[src/rtl/core/drsc_pkg.sv]
// types, codes and constants of the drive ramp and steering controller
`default_nettype none
package drsc_pkg;

  localparam int PWM_BITS_DEF = 10;
  localparam int TURN_DIV     = 400;
  localparam int FAC_W        = 9;
  localparam int CFG_IDX_W    = 3;
  localparam int CFG_DATA_W   = 12;

  localparam logic [7:0]  RAMP_STEP_RST      = 8'd10;
  localparam logic [9:0]  PWM_OFFSET_RST     = 10'd513;
  localparam logic [11:0] STEER_CENTER_RST   = 12'd1500;
  localparam logic [7:0]  STEER_DEADZONE_RST = 8'd25;
  localparam logic [3:0]  STEER_GAIN_RST     = 4'd3;
  localparam logic [7:0]  STOP_TIMEOUT_RST   = 8'd30;

  typedef enum logic [CFG_IDX_W-1:0] {
    CFG_RAMP_STEP      = 3'd0,
    CFG_PWM_OFFSET     = 3'd1,
    CFG_STEER_CENTER   = 3'd2,
    CFG_STEER_DEADZONE = 3'd3,
    CFG_STEER_GAIN     = 3'd4,
    CFG_STOP_TIMEOUT   = 3'd5
  } cfg_idx_t;

  typedef enum logic [1:0] {
    FUNC_SPEED = 2'd0,
    FUNC_DIR   = 2'd1,
    FUNC_TICK  = 2'd2,
    FUNC_POT   = 2'd3
  } func_t;

  typedef enum logic [1:0] {
    BRIDGE_COAST = 2'd0,
    BRIDGE_FWD   = 2'd1,
    BRIDGE_REV   = 2'd2
  } bridge_t;

  typedef enum logic [1:0] {
    STEER_NONE    = 2'd0,
    STEER_BACK    = 2'd1,
    STEER_FWD     = 2'd2,
    STEER_SETTLED = 2'd3
  } steer_t;

  typedef struct packed {
    logic    duty_valid;
    logic    bridge_write;
    bridge_t bridge_mode;
    steer_t  steer_action;
  } flags_t;

  typedef struct packed {
    logic left;
    logic right;
  } scale_sel_t;

endpackage
`default_nettype wire

[src/rtl/core/drsc_duty.sv]
// turn scaling of the motor duties: multiply by the factor, divide by the turn divisor
`default_nettype none
module drsc_duty import drsc_pkg::*; #(
  parameter int PWM_BITS = PWM_BITS_DEF
) (
  input  logic                clk,
  input  logic                en,
  input  logic [PWM_BITS-1:0] base,
  input  logic [FAC_W-1:0]    fac,
  input  scale_sel_t          sel,
  output logic [PWM_BITS-1:0] left_duty,
  output logic [PWM_BITS-1:0] right_duty
);

  localparam int PROD_W  = PWM_BITS + FAC_W;
  // ceiling reciprocal, exact for every product below 2**PROD_W
  localparam int SHIFT   = PROD_W + $clog2(TURN_DIV);
  localparam int RECIP_W = SHIFT - $clog2(TURN_DIV) + 1;
  localparam logic [RECIP_W-1:0] RECIP =
    RECIP_W'(((64'd1 << SHIFT) / TURN_DIV) + 64'd1);
  localparam int FULL_W  = PROD_W + RECIP_W;

  logic [PWM_BITS-1:0] base_a, base_b;
  logic [FAC_W-1:0]    fac_a;
  scale_sel_t          sel_a, sel_b;
  logic [PROD_W-1:0]   prod_b;
  logic [FULL_W-1:0]   full;
  logic [PWM_BITS-1:0] scaled;

  always_ff @(posedge clk) begin
    if (en) begin
      base_a <= base;
      fac_a  <= fac;
      sel_a  <= sel;
      prod_b <= PROD_W'(base_a) * PROD_W'(fac_a);
      base_b <= base_a;
      sel_b  <= sel_a;
      left_duty  <= sel_b.left ? scaled : base_b;
      right_duty <= sel_b.right ? scaled : base_b;
    end
  end

  assign full   = FULL_W'(prod_b) * FULL_W'(RECIP);
  assign scaled = PWM_BITS'(full >> SHIFT);

endmodule
`default_nettype wire

[config.mk]
export PLATFORM = sky130hd
export DESIGN_NAME = drsc_duty
export DESIGN_NICKNAME = d
export VERILOG_FILES = /design/src/rtl/core/drsc_pkg.sv /design/src/rtl/core/drsc_duty.sv
export SDC_FILE = /design/constraint.sdc
export NUM_CORES = 1
export LEC_CHECK = 0
export BUFFER_PORTS_ARGS = -buffer_cell sky130_fd_sc_hd__buf_2
export CAP_MARGIN = 20
export CORE_MARGIN = 2
export CORE_UTILIZATION = 45
export DETAILED_ROUTE_END_ITERATION = 8
export GPL_ROUTABILITY_DRIVEN = 0
export PLACE_DENSITY_LB_ADDON = 0.2
export SYNTH_ARGS = -nofsm -noshare
export SYNTH_HDL_FRONTEND = slang
export SYNTH_SLANG_ARGS = --single-unit
[constraint.sdc]
create_clock -name clk -period 6.3 [get_ports clk]
set_input_delay 0.945 -clock clk [delete_from_list [all_inputs] [get_ports clk]]
set_output_delay 0.945 -clock clk [all_outputs]
set_load 0.03 [all_outputs]
==> After elaboration in Yosys (flattened, before gate mapping) <==
Cells that the tools add are included.
W data, S select, Z words.
{ "totals": {"latch_bits": 0, "ram_bits": 0, "n_memories": 0, "output_inout_bits": 20, "word_cells": 14, "ff_bits": 72, "mem_bits_ro": 0} }
{ "op_classes": {"bitwise_logic": 0, "mul": 2, "order_cmp": 0, "div": 0, "n_eq_ne": 0, "n_reduce_logical": 0, "shifts": 0, "muxes": 2, "add_sub_neg": 0} }
{ "op_table": {"columns": ["operator", "count"], "rows": [
  ["$mul A19 B20 Y38 const B", 1],
  ["$mux W10", 2],
  ["$mul A10 B9 Y19", 1]
]} }

==> Longest topological paths before layout <==
{ "logic_depth": {"ltp_word": 2, "depth_mapped": 20, "mapped_depth_nobuf": 20} }

==> Worst setup path before layout <==
No wires, ideal clock.
{ "synth_path": {"kind": "register to register", "startpoint": "reg prod_b[8]", "endpoint": "reg left_duty[8], data pin", "setup_time_ns": 0.260, "arrival_time_ns": 5.264, "path_buffers": 0, "path_slack_ns": 0.777, "path_stages_with_launch": 19, "t_required_ns": 6.040, "period_less_slack_ns": 5.523, "path_cell_list": "edfxtp_1 -> fa_1 -> inv_1 -> fa_1 -> fa_1 -> inv_1 -> fa_1 -> fa_1 -> inv_1 -> fa_1 -> inv_1 -> ha_1 -> nand3_2 -> nor4_2 -> a211oi_1 -> a21oi_2 -> o21ai_1 -> xnor2_1 -> mux2_2"} }
{ "synth_via": {"elab_chain_len": 2} }
{ "synth_lines": {"columns": ["element", "line", "text"], "rows": [
  ["start: declaration", "drsc_duty.sv:26", "logic [PROD_W-1:0] prod_b;"],
  ["start signal: assignment", "drsc_duty.sv:35", "prod_b <= PROD_W'(base_a) * PROD_W'(fac_a);"],
  ["$mul A19 B20 Y38", "drsc_duty.sv:43", "assign full = FULL_W'(prod_b) * FULL_W'(RECIP);"],
  ["$mux W10", "drsc_duty.sv:38", "left_duty <= sel_b.left ? scaled : base_b;"],
  ["end signal: assignment", "drsc_duty.sv:38", null],
  ["end: declaration", "drsc_duty.sv:11", "output logic [PWM_BITS-1:0] left_duty,"]
]} }
Every way passes these cells.
A chain may end at the register's enable or synchronous reset.

==> Final worst setup path <==
{ "layout_path": {"startpoint": "reg prod_b[7]", "endpoint": "reg left_duty[8], data pin"} }
Same word-level chain as after synthesis.

==> results.md <==
- Setup violations remaining at the end of the flow were counted as 0.
- The number of clock buffers inserted by TritonCTS is 9.
- The number of clock sinks seen by CTS is 72.
- The mean instance size in the synthesized netlist is 10.2 um^2.
- The die is 165 um tall.
- The number of placement rows is 58.
- The most used flip-flop cell after synthesis is edfxtp_1.
- The initial utilization of the core area, before any placement, comes to 45.9%.
- Sequential cells were found to cover 18.6% of the synthesized design area.
- The area share of xor/xnor cells in the synthesized design is 1.36%.
- The diode insertion count for antenna repair is 0.
- The number of H-tree branching levels is 3.
- The net count of the mapped netlist is 1536.
- The data arrival at the endpoint of the critical path is 6050 ps.
- The final layout contains routed wiring with a total length of 24.7 mm.
- The class of the tightest hold or removal check is register to register.
- The global router's overall resource usage is 20.0%.
- The number of vias in the routed layout is 7653.
- The category of the worst setup path capture point is a register.
- The placed wire-length estimate is 21.2 mm.
- The flow ran to the end, and the final reports show no timing, DRC or antenna violations.
- The initial antenna violation count is 0.
- The clock transition at the registers of the reported paths is 70 ps.
- The count of cells in the finished layout, fillers not included, comes to 1519.
- The library cell used as clock root buffer is clkbuf_16.
- The worst relative slew slack is 37.9%.
- The worst setup path is of the register to register kind.
- Across the run, the number of max-cap violations was 0.
- The upper clock frequency limit is 0.168 GHz.
- Entering global routing, the biggest net connects 73 pins.
- After global routing the overflow that remains totals 0.
- For this block, the initial DRC count from the detailed router was 413.
- No sink is reached through more buffers than the 2 on the longest clock path.
- The number of optimization iterations in the first detailed-route pass is 5.
- Setup repair after global routing left no endpoint under its margin.
- The CTS tree is built.
- After synthesis, the largest family of logic cells by area is adder cells.
- The first global-routing pass estimated 41.4 mm of wire.
- The number of placed instances, taps included, is 1496.
- In the final timing run, aggregate negative setup slack is 0 ps.
- The period utilization is 94.4%.
- The post-synthesis sequential element count is 72.
- The per-cell via count in the routed design is 5.04.
- The clock tree skew after final layout is 11.2 ps.
- Cells with a size suffix above 1 make up 8.75% of the layout.
- Yosys mapped a number of flops with a built-in enable equal to 72.
- The number of warnings reported in the yosys synthesis log is 0.
- The critical path startpoint category is a register.
- The number of nets with antenna violations after detailed routing is 0.
- The via count of the first global-routing pass is 8073.
- In this run the tool buffered the top-level ports with 42 buffer cells.
- Data on the critical path is required at its endpoint by 6400 ps.
- The netlist uses 55 different library cells.
- The post-synthesis share of cell area spent on full adders, half adders and majority gates is 52.7%.
- Measured along the x axis, the die boundary spans 165 um.
- After detailed routing, the number of remaining DRC violations is 0.
- The number of endpoints with negative hold slack in the final report is 0.
- 43 I/O pins were placed.
- The clock latency at the later pin of the worst-skew pair is 350 ps.
- The floorplan step defined a core boundary enclosing 0.0253 mm^2.
- In the layout the commonest cells are inv_1 (320), ha_1 (199), fa_1 (181).
- At the pin with the least slew margin, the transition time is 931 ps.
- The floorplan step defined a die boundary enclosing 0.0271 mm^2.
- The number of max-slew violations in the final report is 0.
- The most common library cell in the layout ignoring fill and taps is inv_1.
- The number of standard cells after synthesis is 1133.
- The net count of the finished layout is 1587.
- Of all flip-flops after synthesis, the portion carrying an async set or reset was 0%.
- The time the final worst path needs with I/O delays and setup is 5950 ps.
- The layout filler cell count is 2370.
- The post-synthesis compound-gate area fraction is 7.03%.
- The post-synthesis to final-layout area growth is 8.48%.
- The maximum fanout along the worst path is 7.
- The share of synthesized cell area in and, or, nand and nor gates is 8.28%.
- The routed length per placed instance is 16.3 um.
- Multiplexer cells account for 0.863% of the synthesized area.
- The mapped cell area is 0.0116 mm^2.
[kinds of logic (layout without fill, tap and decap cells)]
kind of cell	count (synthesis)	after routing
AO/OA/AOI/OAI	119	119
XOR/XNOR	18	18
adder cells (fa/ha/maj)	380	380
buffers and inverters	340	396
flip-flops	72	72
multiplexers	9	9
AND/OR/NAND/NOR	195	195
[state kept, by name, summed over array words and instances, names as in the netlist]
name        cells
right_duty     10
left_duty      10
base_a         10
sel_b           2
prod_b         19
base_b         10
sel_a           2
fac_a           9
[synthesized netlist by cell type (all sizes together) (2+ instances only)]
| master | instances | share of area, % |
|---|---|---|
| inv | 320 | 10 |
| ha | 199 | 21 |
| fa | 181 | 31 |
| nand2 | 94 | 3.0 |
| edfxtp | 72 | 19 |
| a21oi | 36 | 1.7 |
| and2 | 35 | 1.9 |
| clkbuf | 19 | 0.70 |
| nor2 | 19 | 0.62 |
| o21ai | 17 | 0.73 |
| a21o | 13 | 0.84 |
| o31ai | 13 | 0.84 |
| xnor2 | 13 | 0.98 |
| nor3 | 12 | 0.56 |
| nand3 | 9 | 0.43 |
| mux2 | 8 | 0.78 |
| nand4 | 8 | 0.54 |
| o211ai | 6 | 0.39 |
| o21a | 6 | 0.39 |
| xor2 | 5 | 0.38 |
| a211oi | 4 | 0.26 |
| or2 | 4 | 0.22 |
| a21boi | 3 | 0.19 |
| a31oi | 3 | 0.16 |
| nor3b | 3 | 0.24 |
| o21bai | 3 | 0.23 |
| o311ai | 3 | 0.29 |
| a22oi | 2 | 0.13 |
| a2bb2oi | 2 | 0.15 |
| and3 | 2 | 0.11 |
| and4 | 2 | 0.15 |
| nand3b | 2 | 0.13 |
| nor2b | 2 | 0.11 |
| o221ai | 2 | 0.15 |
| o41ai | 2 | 0.28 |
[final timing paths]
path         startpoint  slack (ps)  depth (start not counted)            to
max reg2reg   prod_b[7]         350                         18  left_duty[8]
max           prod_b[7]         350                         18  left_duty[8]
min reg2reg    sel_a[1]         430                          0      sel_b[1]
min            sel_a[1]         430                          0      sel_b[1]
[cell type report]
cell class / count / area (um^2) / area share, %
multi-input cells: 721 / 8170 / 64.9
flip-flops and latches: 72 / 2160 / 17.2
inverters: 320 / 1200 / 9.55
well taps: 330 / 413 / 3.28
repair buffers: 60 / 348 / 2.77
clock buffers: 9 / 225 / 1.79
clock inverters: 7 / 63.8 / 0.507
[stage by stage]
stage | hold slack [ps] | setup slack [ps] | util, % | area (um^2)
after floorplan | 400 | 777 | - | 11600
after global placement | 401 | 380 | 48.4 | 12200
after detailed placement | 406 | 308 | 48.4 | 12200
after CTS | 423 | 299 | 49.5 | 12500
after global routing | 436 | 32.7 | 49.8 | 12600
final | 426 | 355 | 49.8 | 12600
[critical path, stage by stage, from the launching register on]
cell      delay (ps)
edfxtp_1         520
fa_1             610
inv_1             90
fa_1             480
fa_1             510
inv_1             50
fa_1             480
fa_1             540
inv_1             50
fa_1             530
inv_1             40
ha_1             340
nand3_2          130
nor4_2           280
a211oi_1         120
a21oi_2          360
o21ai_1          160
xnor2_1          160
mux2_2           270
[routing by layer]
metal  track usage [%]  up-vias  share of wire (%)
met2              33.8      123                 47
met4              4.15        0                1.2
met3              2.06       15                3.4
li1                  -     3674                  -
met5                 0        -                  0
met1              28.0     3841                 48
[what timing repair did]
item | 4_1_cts | 5_1_grt
setup endpoints to repair | 0 | 8
resized for setup | 0 | 5
setup buffers | 0 | 7
hold buffers | 0 | 0
Power is left out: the tool's default activity adds up to more than one toggle a clock period on the data nets, which glitch-free logic cannot reach.
